File: src/rtl/pspc_pkg.sv
package pspc_pkg;

    localparam int SPEED_BITS = 8;

    localparam int KPH_Q16 = 105470;
    localparam int SPD_W   = SPEED_BITS + 9;
    localparam int ERR_W   = SPEED_BITS + 10;
    localparam int ESUM_W  = ERR_W + 1;

    localparam int MA_W    = 25;
    localparam int MB_W    = 18;
    localparam int MP_W    = MA_W + MB_W;
    localparam int CHUNK_W = 24;

    localparam int INT_W   = 48;
    localparam int ACC_W   = 66;
    localparam int STEP_SH = 17;
    localparam int STEP_W  = MP_W + 1 - STEP_SH;

    localparam int SP_SH   = 16 - SPEED_BITS;
    localparam int MS_SH   = 24 - SPEED_BITS;
    localparam int RS_DN   = (SPEED_BITS > 8) ? SPEED_BITS - 8 : 0;
    localparam int RS_UP   = (SPEED_BITS < 8) ? 8 - SPEED_BITS : 0;
    localparam int RS_RND  = (RS_DN > 0) ? RS_DN - 1 : 0;

    localparam logic signed [ACC_W-1:0] SAT_HI = ACC_W'(1) << 50;
    localparam logic signed [ACC_W-1:0] SAT_LO = -SAT_HI;
    localparam logic signed [ACC_W-1:0] PWR_MIN = -(ACC_W'(1) << (INT_W - 1));

    localparam logic [1:0] OP_RAISE  = 2'd0;
    localparam logic [1:0] OP_LOWER  = 2'd1;
    localparam logic [1:0] OP_EBRAKE = 2'd2;
    localparam logic [1:0] OP_SBRAKE = 2'd3;

    localparam logic [1:0] CFG_KP    = 2'd0;
    localparam logic [1:0] CFG_KI    = 2'd1;
    localparam logic [1:0] CFG_T     = 2'd2;
    localparam logic [1:0] CFG_LIMIT = 2'd3;

    localparam logic [15:0] T_RESET     = 16'd6554;
    localparam logic [31:0] LIMIT_RESET = 32'd120000;

endpackage

File: src/rtl/pi_speed_power_controller_unit.sv
// Channel   Dir  Word                                               Accept
// s_axis    in   tdata: measured_speed; tuser: operation            tvalid & tready
// m_axis    out  tdata: power, setpoint, e-brake, s-brake; tuser    tvalid & tready
// cfg       in   i_cfg_index / i_cfg_data                           i_cfg_we
//
// One 25x18 signed multiplier and one 66-bit accumulator are stepped by the
// sequencer through accept, nine work steps and result load for each word;
// lowering a zero setpoint skips to result load. Input is taken only in idle.
// The result register lets a new word be accepted while the last result waits;
// the finish step holds until that register is free. Sync active-low reset.
module pi_speed_power_controller_unit
    import pspc_pkg::*;
(
    input  logic        i_clk,
    input  logic        i_rst_n,
    input  logic        s_axis_tvalid,
    output logic        s_axis_tready,
    input  logic [15:0] s_axis_tdata,   // [15:0] measured_speed
    input  logic [1:0]  s_axis_tuser,   // [1:0] operation
    output logic        m_axis_tvalid,
    input  logic        m_axis_tready,
    // [47:0] commanded_power, [55:48] setpoint_speed, [56] emergency_brake,
    // [57] service_brake, [63:58] zero
    output logic [63:0] m_axis_tdata,
    output logic        m_axis_tuser,   // [0] power_clamped
    input  logic        i_cfg_we,
    input  logic [1:0]  i_cfg_index,
    input  logic [31:0] i_cfg_data
);

    localparam logic [3:0] ST_IDLE  = 4'd0;
    localparam logic [3:0] ST_MSP   = 4'd1;
    localparam logic [3:0] ST_MMS   = 4'd2;
    localparam logic [3:0] ST_ERR   = 4'd3;
    localparam logic [3:0] ST_MESUM = 4'd4;
    localparam logic [3:0] ST_MKP   = 4'd5;
    localparam logic [3:0] ST_MKILO = 4'd6;
    localparam logic [3:0] ST_MKIHI = 4'd7;
    localparam logic [3:0] ST_ACCHI = 4'd8;
    localparam logic [3:0] ST_SCALE = 4'd9;
    localparam logic [3:0] ST_DONE  = 4'd10;

    logic [15:0] r_kp;
    logic [15:0] r_ki;
    logic [15:0] r_t;
    logic [31:0] r_lim;

    logic [3:0]  r_state;
    logic [7:0]  r_setpoint;
    logic        r_ebrake;
    logic        r_sbrake;
    logic        r_skip;
    logic [15:0] r_meas;

    logic signed [ERR_W-1:0] r_prev;
    logic signed [INT_W-1:0] r_integ;
    logic signed [INT_W-1:0] r_last;

    logic signed [MP_W-1:0]  r_prod;
    logic [SPD_W-1:0]        r_spk;
    logic signed [ERR_W-1:0] r_err;
    logic signed [INT_W-1:0] r_uk;
    logic signed [ACC_W-1:0] r_acc;

    logic        r_m_valid;
    logic [63:0] r_m_data;
    logic        r_m_user;

    logic signed [MA_W-1:0]   w_ma;
    logic signed [MB_W-1:0]   w_mb;
    logic signed [MP_W-1:0]   w_prod;
    logic signed [ESUM_W-1:0] w_esum;
    logic [MP_W-1:0]          w_sp_rnd;
    logic [MP_W-1:0]          w_ms_rnd;
    logic [SPD_W-1:0]         w_spk;
    logic [SPD_W-1:0]         w_msk;
    logic signed [ERR_W-1:0]  w_err;
    logic signed [MP_W:0]     w_step_sum;
    logic signed [STEP_W-1:0] w_step;
    logic signed [INT_W:0]    w_uk_sum;
    logic signed [INT_W-1:0]  w_uk;
    logic signed [ACC_W-1:0]  w_scaled;
    logic signed [ACC_W-1:0]  w_lim;
    logic                     w_clamp;
    logic signed [INT_W-1:0]  w_power;
    logic                     w_out_free;
    logic                     w_skip;

    assign s_axis_tready = (r_state == ST_IDLE);
    assign m_axis_tvalid = r_m_valid;
    assign m_axis_tdata  = r_m_data;
    assign m_axis_tuser  = r_m_user;
    assign w_out_free    = !r_m_valid || m_axis_tready;
    assign w_skip        = (s_axis_tuser == OP_LOWER) && (r_setpoint == 8'd0);

    // shared multiplier operand select
    assign w_esum = ESUM_W'(r_err) + ESUM_W'(r_prev);

    always_comb begin
        w_ma = '0;
        w_mb = '0;
        unique case (r_state)
            ST_MSP: begin
                w_ma = $signed(MA_W'(r_setpoint));
                w_mb = $signed(MB_W'(KPH_Q16));
            end
            ST_MMS: begin
                w_ma = $signed(MA_W'(r_meas));
                w_mb = $signed(MB_W'(KPH_Q16));
            end
            ST_MESUM: begin
                w_ma = MA_W'(w_esum);
                w_mb = $signed(MB_W'(r_t));
            end
            ST_MKP: begin
                w_ma = MA_W'(r_err);
                w_mb = $signed(MB_W'(r_kp));
            end
            ST_MKILO: begin
                w_ma = $signed({1'b0, r_uk[CHUNK_W-1:0]});
                w_mb = $signed(MB_W'(r_ki));
            end
            ST_MKIHI: begin
                w_ma = $signed({r_uk[INT_W-1], r_uk[INT_W-1:CHUNK_W]});
                w_mb = $signed(MB_W'(r_ki));
            end
            default: begin
                w_ma = '0;
                w_mb = '0;
            end
        endcase
    end

    assign w_prod = w_ma * w_mb;

    // speed conversion rounding, half up
    assign w_sp_rnd = $unsigned(r_prod) + (MP_W'(1) << (SP_SH - 1));
    assign w_ms_rnd = $unsigned(r_prod) + (MP_W'(1) << (MS_SH - 1));
    assign w_spk    = SPD_W'(w_sp_rnd >> SP_SH);
    assign w_msk    = SPD_W'(w_ms_rnd >> MS_SH);
    assign w_err    = $signed({1'b0, r_spk}) - $signed({1'b0, w_msk});

    // trapezoid step and saturating integrator update
    assign w_step_sum = (MP_W + 1)'(r_prod) + $signed((MP_W + 1)'(1) << (STEP_SH - 1));
    assign w_step     = STEP_W'(w_step_sum >>> STEP_SH);
    assign w_uk_sum   = (INT_W + 1)'(r_integ) + (INT_W + 1)'(w_step);

    always_comb begin
        w_uk = w_uk_sum[INT_W-1:0];
        if (w_uk_sum[INT_W] != w_uk_sum[INT_W-1]) begin
            w_uk = w_uk_sum[INT_W] ? {1'b1, {(INT_W - 1){1'b0}}}
                                   : {1'b0, {(INT_W - 1){1'b1}}};
        end
    end

    // bring the power sum to Q.8
    always_comb begin
        w_scaled = r_acc;
        if (RS_DN > 0) begin
            w_scaled = (r_acc + $signed(ACC_W'(1) << RS_RND)) >>> RS_DN;
        end else if (RS_UP > 0) begin
            if (r_acc > SAT_HI) begin
                w_scaled = SAT_HI <<< RS_UP;
            end else if (r_acc < SAT_LO) begin
                w_scaled = SAT_LO <<< RS_UP;
            end else begin
                w_scaled = r_acc <<< RS_UP;
            end
        end
    end

    // output clamp
    assign w_lim = $signed({{(ACC_W - 40){1'b0}}, r_lim, 8'b0});

    always_comb begin
        w_clamp = 1'b0;
        w_power = r_acc[INT_W-1:0];
        if (r_skip) begin
            w_power = r_last;
        end else if (r_acc > w_lim) begin
            w_clamp = 1'b1;
            w_power = w_lim[INT_W-1:0];
        end else if (r_acc < PWR_MIN) begin
            w_power = PWR_MIN[INT_W-1:0];
        end
    end

    always_ff @(posedge i_clk) begin
        if (!i_rst_n) begin
            r_kp <= '0;
            r_ki <= '0;
            r_t  <= T_RESET;
            r_lim <= LIMIT_RESET;
        end else if (i_cfg_we) begin
            unique case (i_cfg_index)
                CFG_KP:    r_kp  <= i_cfg_data[15:0];
                CFG_KI:    r_ki  <= i_cfg_data[15:0];
                CFG_T:     r_t   <= i_cfg_data[15:0];
                CFG_LIMIT: r_lim <= i_cfg_data;
                default:   r_lim <= r_lim;
            endcase
        end
    end

    always_ff @(posedge i_clk) begin
        if (!i_rst_n) begin
            r_state    <= ST_IDLE;
            r_setpoint <= '0;
            r_ebrake   <= 1'b0;
            r_sbrake   <= 1'b0;
            r_skip     <= 1'b0;
            r_prev     <= '0;
            r_integ    <= '0;
            r_last     <= '0;
            r_m_valid  <= 1'b0;
        end else begin
            if (r_m_valid && m_axis_tready && (r_state != ST_DONE)) begin
                r_m_valid <= 1'b0;
            end
            unique case (r_state)
                ST_IDLE: begin
                    if (s_axis_tvalid) begin
                        r_meas  <= s_axis_tdata;
                        r_skip  <= w_skip;
                        r_state <= w_skip ? ST_DONE : ST_MSP;
                        case (s_axis_tuser)
                            OP_RAISE: begin
                                if (r_setpoint != 8'hFF) begin
                                    r_setpoint <= r_setpoint + 8'd1;
                                end
                            end
                            OP_LOWER: begin
                                if (r_setpoint != 8'd0) begin
                                    r_setpoint <= r_setpoint - 8'd1;
                                end
                            end
                            OP_EBRAKE: begin
                                r_ebrake   <= 1'b1;
                                r_setpoint <= '0;
                            end
                            default: begin
                                r_sbrake   <= 1'b1;
                                r_setpoint <= '0;
                            end
                        endcase
                    end
                end
                ST_MSP: begin
                    r_prod  <= w_prod;
                    r_state <= ST_MMS;
                end
                ST_MMS: begin
                    r_spk   <= w_spk;
                    r_prod  <= w_prod;
                    r_state <= ST_ERR;
                end
                ST_ERR: begin
                    r_err   <= w_err;
                    r_state <= ST_MESUM;
                end
                ST_MESUM: begin
                    r_prod  <= w_prod;
                    r_state <= ST_MKP;
                end
                ST_MKP: begin
                    r_uk    <= w_uk;
                    r_prod  <= w_prod;
                    r_state <= ST_MKILO;
                end
                ST_MKILO: begin
                    r_acc   <= ACC_W'(r_prod);
                    r_prod  <= w_prod;
                    r_state <= ST_MKIHI;
                end
                ST_MKIHI: begin
                    r_acc   <= r_acc + ACC_W'(r_prod);
                    r_prod  <= w_prod;
                    r_state <= ST_ACCHI;
                end
                ST_ACCHI: begin
                    r_acc   <= r_acc + (ACC_W'(r_prod) <<< CHUNK_W);
                    r_state <= ST_SCALE;
                end
                ST_SCALE: begin
                    r_acc   <= w_scaled;
                    r_state <= ST_DONE;
                end
                ST_DONE: begin
                    if (w_out_free) begin
                        r_m_valid <= 1'b1;
                        r_m_data  <= {6'b0, r_sbrake, r_ebrake, r_setpoint, w_power};
                        r_m_user  <= w_clamp;
                        if (!r_skip) begin
                            r_prev <= r_err;
                            r_last <= w_power;
                            if (!w_clamp) begin
                                r_integ <= r_uk;
                            end
                        end
                        r_state <= ST_IDLE;
                    end
                end
                default: begin
                    r_state <= ST_IDLE;
                end
            endcase
        end
    end

endmodule
File: config.mk
export PLATFORM = sky130hd
export DESIGN_NAME = pi_speed_power_controller_unit
export DESIGN_NICKNAME = d
export VERILOG_FILES = /design/src/rtl/pspc_pkg.sv /design/src/rtl/pi_speed_power_controller_unit.sv
export SDC_FILE = /design/constraint.sdc
export NUM_CORES = 2
export LEC_CHECK = 0
export BUFFER_PORTS_ARGS = -buffer_cell sky130_fd_sc_hd__buf_2
export CORE_AREA = 2 2 325 327
export CTS_CLUSTER_SIZE = 14
export DETAILED_ROUTE_END_ITERATION = 8
export DIE_AREA = 0 0 327 329
export PLACE_DENSITY_LB_ADDON = 0.3
export RECOVER_POWER = 25
export SLEW_MARGIN = 40
export SYNTH_ARGS = -nofsm -noshare
export SYNTH_HDL_FRONTEND = slang
export SYNTH_SLANG_ARGS = --single-unit
export TNS_END_PERCENT = 5
File: constraint.sdc
create_clock -name i_clk -period 18.62 [get_ports i_clk]
set_input_delay 0.931 -clock i_clk [delete_from_list [all_inputs] [get_ports i_clk]]
set_output_delay 0.931 -clock i_clk [all_outputs]
set_load 0.05 [all_outputs]
Yosys cells after proc, flatten, opt, wreduce, memory -nomap -nowiden
Cells that the tools add are included.
{"block": "totals", "elab_cells": 112, "regBits": 477, "input_bits": 57, "out_inout_bits": 67}
{"block": "op_classes", "mul": 1, "n_eq_ne": 22, "reduce_logical": 33, "bitwise": 3, "muxes": 20, "n_lt_le_gt_ge": 2, "add_sub_neg": 10}
{"operator": "48-bit two-way mux", "n": 5}
{"operator": "66-bit case mux with 3 select lines", "n": 1}
{"operator": "25-bit case mux with 6 select lines", "n": 1}
{"operator": "17-bit case mux with 4 select lines", "n": 1}
{"operator": "66-bit by 43-bit adder with 66-bit output", "n": 1}
{"operator": "66-bit adder", "n": 1}
{"operator": "66-bit by 41-bit greater-than comparator with 1-bit output", "n": 1}
{"operator": "66-bit by 48-bit less-than comparator with 1-bit output (second input constant)", "n": 1}
{"operator": "48-bit by 27-bit adder with 49-bit output", "n": 1}
{"operator": "43-bit by 18-bit adder with 44-bit output (second input constant)", "n": 1}
{"operator": "4-bit case mux with 11 select lines", "n": 1}
{"operator": "25-bit by 18-bit multiplier with 43-bit output", "n": 1}
{"operator": "33-bit by 16-bit adder with 33-bit output (second input constant)", "n": 1}
{"operator": "25-bit by 8-bit adder with 25-bit output (second input constant)", "n": 1}
{"operator": "2-bit AND reduction", "n": 11}
{"operator": "18-bit by 18-bit adder with 19-bit output", "n": 1}
{"operator": "17-bit by 17-bit subtractor with 18-bit output", "n": 1}
{"operator": "4-bit by 3-bit equality test with 1-bit output (second input constant)", "n": 4}
{"operator": "8-bit two-way mux", "n": 2}
{"operator": "8-bit case mux with 2 select lines", "n": 1}
{"operator": "3-bit AND reduction", "n": 5}
{"operator": "4-bit equality test (second input constant)", "n": 3}
{"operator": "4-bit two-way mux", "n": 3}
{"operator": "8-bit by 1-bit adder with 8-bit output (second input constant)", "n": 1}
{"operator": "other kinds (24)", "n": 41}

Depth between registers and ports, before layout
{"block": "depth", "word_depth": 5, "mapped_depth": 37, "ltp_nobuf": 35}

Worst setup path before layout
OpenSTA, ideal clock, no wires.
{"block": "synth_timing", "path_type": "reg2reg", "from": "register r_err[0]", "to": "register r_prod[42], data pin", "stages_incl_launch_ff": 37, "n_path_buf": 2, "setup_ns": 0.174, "arrival_ns": 8.349, "period_less_slack_ns": 8.523, "t_required_ns": 18.446, "path_slack_ns": 10.097, "path_cell_list": "edfxtp_1 ha_1 inv_1 fa_1 nor2b_1 o21a_1 o21ai_0 a21oi_1 o21ai_0 a211oi_1 o21ai_0 a211oi_1 or3b_2 clkbuf_1 and2_1 fa_1 inv_1 fa_1 fa_1 inv_1 fa_1 fa_1 inv_1 fa_1 inv_1 ha_1 clkbuf_1 nand4_1 nor3_1 o211ai_1 a2111oi_0 o21ai_0 a31oi_1 o21a_1 o41a_1 nor4_1 a311oi_1"}
{"block": "synth_between", "elab_chain_len": 3}
{"element": "from (decl)", "line": "pi_speed_power_controller_unit.sv:61", "source": "logic signed [ERR_W-1:0] r_err;"}
{"element": "from (signal assigned)", "line": "pi_speed_power_controller_unit.sv:258", "source": "r_err <= w_err;"}
{"element": "18-bit by 18-bit adder with 19-bit output", "line": "pi_speed_power_controller_unit.sv:97", "source": "assign w_esum = ESUM_W'(r_err) + ESUM_W'(r_prev);"}
{"element": "25-bit case mux with 6 select lines *", "line": "pi_speed_power_controller_unit.sv:102", "source": "unique case (r_state)"}
{"element": "25-bit by 18-bit multiplier with 43-bit output *", "line": "pi_speed_power_controller_unit.sv:134", "source": "assign w_prod = w_ma * w_mb;"}
{"element": "via w_prod[42]", "line": "pi_speed_power_controller_unit.sv:71", "source": "logic signed [MP_W-1:0] w_prod;"}
{"element": "to (signal assigned)", "line": "pi_speed_power_controller_unit.sv:249", "source": "r_prod <= w_prod;"}
{"element": "to (signal assigned)", "line": "pi_speed_power_controller_unit.sv:254", "source": "r_prod <= w_prod;"}
{"element": "to (signal assigned)", "line": "pi_speed_power_controller_unit.sv:262", "source": "r_prod <= w_prod;"}
{"element": "to (decl)", "line": "pi_speed_power_controller_unit.sv:59", "source": "logic signed [MP_W-1:0] r_prod;"}
Mark *: on every way through the listed nets, which the timed path passes. The rest lies on a longest branch.
A chain may end at the register's enable or synchronous reset.

Worst setup path in the final report
{"block": "layout_timing", "from": "register r_state[1]", "to": "register r_prod[41], data pin"}
{"block": "layout_between", "elab_chain_len": 4, "elab_cells_between_ends": 11, "cone_classes": "mul (1); eq/ne (6); mux (2); reduce/logical (2)"}
{"element": "from (decl)", "line": "pi_speed_power_controller_unit.sv:48", "source": "logic [3:0] r_state;"}
{"element": "from (signal assigned)", "line": "pi_speed_power_controller_unit.sv:225", "source": "r_state <= w_skip ? ST_DONE : ST_MSP;"}
{"element": "4-bit by 3-bit equality test with 1-bit output (tied with other cells)", "line": "pi_speed_power_controller_unit.sv:102"}
{"element": "2-bit OR reduction (no line)"}
{"element": "17-bit case mux with 4 select lines", "line": "pi_speed_power_controller_unit.sv:102"}
{"element": "25-bit by 18-bit multiplier with 43-bit output *", "line": "pi_speed_power_controller_unit.sv:134"}
{"element": "via w_prod[41]", "line": "pi_speed_power_controller_unit.sv:71"}
Marks and branches as above.

==> metrics.yaml <==
status: "finished, violations left"
violations: "max-capacitance violations, max-slew violations"
hold_buffers: 0
drive_gt1_share_pct: 6.72
rrSetupSlack_ns: 8.13
rsz0062_at_grt: "no"
r2r_end: "r_prod[41]"
syn_inst: 5273
worstReg2RegStart: "r_state[1]"
grt_max_degree: 128
drtPass1Iterations: 5
gr-total-overflow: 0
finalClockSkew_ns: 0.0344
final_cell_mix: "nand2_1, inv_1, fa_1, ha_1, nor2_1"
cts-root-buf: "clkbuf_16"
die_y_um: 329
clk_path_buf_depth: 3
grt_first_pass_wirelength_um: 221000
die-width_um: 327
synth_cell_types: 84
finalHoldViolCount: 0
track_usage_pct: 26.5
dp_hpwl_um: 110000
ios: 124
drt_iter0_drc: 3171
ys_dominant_reg_cell: "edfxtp_1"
synth_top_area_share_pct: 18.1
cpMaxStageDelayCell: "clkbuf_1"
syn_to_final_growth_pct: 8.31
max_stage_delay_ns: 1.26
leakagePower_nw: 21.5
worst_hold_startpoint: "s_axis_tdata[2]"
crit_path_frequent_cell: "fa_1"
core-area_um2: 104000
layout_commonest_cell: "nand2_1"
grt_use_met3_pct: 4.88
synth_area_leaders: "fa_1, edfxtp_1, dfxtp_1, ha_1, nand2_1"
post-route-drc-count: 0
cts_resized: 0
htree_num_levels: 2
portBuffers: 117
hold_class: "in -> reg"
setup_viol: 0
syn_avg_cell_area_um2: 8.85
clk_pin_slew_ns: 0.07
crit_path_start: "r_state[1]"
globalRouteMet1Util_pct: 34.1
r2r_cells: 29
dieArea_um2: 108000
vias: 38400
diodes: 0
syn-cell-area_um2: 46600
multi_input_area_um2: 31100
slew_viol_final: 349
ys_ff_latch: 477
peakVddDrop_uv: 125
yosysWarnings: 0
finalNetCount: 6092
postLayoutCellArea_um2: 50500
avgViaCountPerCell: 5.72
cts_tree: "done"
min_to: "r_meas[2]"
fin_crit_sh_pct: 56.4
wl_per_cell_um: 21.2
arrival_ns: 10.90
cts_inserted_buffers: 56
clock_latency_ns: 0.68
wirelength_um: 142000
cp-start-kind: "flop"
fmax_ghz: 0.0953
crit_type: "reg -> reg"
fin_cells: 6717
place_congestion: 0.926
cap_violations: 5
crit_path_end_kind: "flop"
start_util_pct: 44.7
synth_area_leader_cell: "fa_1"
placedInstanceArea_um2: 48600
path_max_fanout: 37
place_inst: 6608
synth_edf_count: 267
power_density_nw_per_um2: 85.0
final.setup.tns_ns: 0
yosysSeqAreaShare_pct: 26.2
p_total_mw: 4.30
grtUsageMet2_pct: 44.0
worstPathRequired_ns: 19.02
antenna_found_initial: 4
ant_nets: 0
grt_pass1_vias: 38100
holdPathStages: 1
worstMarginPinSlew_ns: 5.16
post_cts_buffers: 0
min_period_ns: 10.49
seq_area_um2: 12200
top_usage_layer: "met2"
rows: 119
fill_cells: 9863
async_flop_share_pct: 0
slew_headroom_pct: -244
cts_sinks: 477
[flip-flops by register name, indices dropped and copies added (netlist names), 4 cells and up]
register and count:
m_axis_tdata 58, r_state 4, r_spk 17, r_setpoint 8
r_meas 16, r_t 16, r_integ 48, r_prod 43
r_ki 16, r_last 48, r_err 18, r_prev 18
r_uk 48, r_lim 32, r_kp 16, r_acc 66
[cell families after synthesis]
logic type / after synthesis / synth area share (%)
other: 2 / 0.0161
AND/OR/NAND/NOR: 1564 / 14.9
XOR/XNOR: 265 / 4.98
AO/OA/AOI/OAI: 1259 / 18.2
flip-flops: 477 / 26.2
adder cells (fa/ha/maj): 756 / 27.1
multiplexers: 52 / 1.23
buffers and inverters: 898 / 7.41
[final cells by class]
class,instances,area share [%]
multi-input combinational,3912,61.7
sequential,477,24.2
inverter,635,4.72
tap,1391,3.45
clock buffer,67,2.98
timing repair buffer,197,2.18
clock inverter,38,0.822
[worst max-delay path, delay by kind of cell, from the launching register on]
| family | cells | cell delay, ns |
|---|---|---|
| simple gates | 6 | 1.48 |
| flops | 1 | 0.30 |
| fa+ha+maj | 7 | 3.22 |
| xor+xnor | 1 | 0.14 |
| buf+inv | 6 | 1.93 |
| compound gates | 9 | 3.15 |
[Yosys cell counts (9+ instances only)]
cell / count
a211oi_1: 26
edfxtp_1: 267
o31ai_1: 15
or2_2: 10
nand3_1: 110
xnor2_1: 171
nor4_1: 18
fa_1: 422
or3_1: 10
a221o_1: 16
a21o_1: 141
a21boi_0: 161
nor2b_1: 44
nor2_1: 332
o221ai_1: 19
dfxtp_1: 210
o21bai_1: 54
a41oi_1: 9
a21oi_1: 306
inv_1: 635
clkbuf_1: 229
nand4_1: 58
mux2_2: 41
mux2i_1: 11
and4_1: 19
a31oi_1: 31
buf_4: 9
nand2_1: 762
and2_1: 29
o21ai_0: 229
nor3b_1: 10
nor3_1: 54
a22o_1: 19
a22oi_1: 32
buf_1: 13
and3_1: 51
nor4b_1: 9
xor2_1: 94
ha_1: 334
nand2b_1: 30
a221oi_1: 18
o21ba_2: 26
o211ai_1: 26
o21a_1: 31
[report_power, final]
part           internal, mW  switching [mW]  leakage (nW)
logic                 0.664            1.16          16.4
registers              1.21           0.100          4.14
clock network         0.653           0.504         0.929
[through the flow]
step / utilization (%) / setup WS (ns) / hold WS, ns
CTS: 48.4 / 8.52 / 0.394
detailed placement: 46.6 / 8.53 / 0.419
global placement: 46.6 / 8.84 / 0.415
floorplan: - / 10.10 / 0.409
global route: 48.4 / 7.57 / 0.422
finish: 48.4 / 8.13 / 0.433
[layer usage]
layer / vias up / wire, µm
met5: - / 25
met2: 1294 / 66700
li1: 17900 / -
met4: 4 / 6210
met1: 18900 / 59000
met3: 287 / 10100
[worst max path at each step]
stage	to	slack, ns	cells past startpoint
after floorplan	r_prod[42]	10.10	36
after global placement	r_prod[42]	8.84	27
after detailed placement	r_prod[41]	8.53	27
after CTS	r_prod[41]	8.52	27
after global routing	r_prod[41]	7.57	29
final	r_prod[41]	8.13	29
Power figures use the tool's default switching activity.
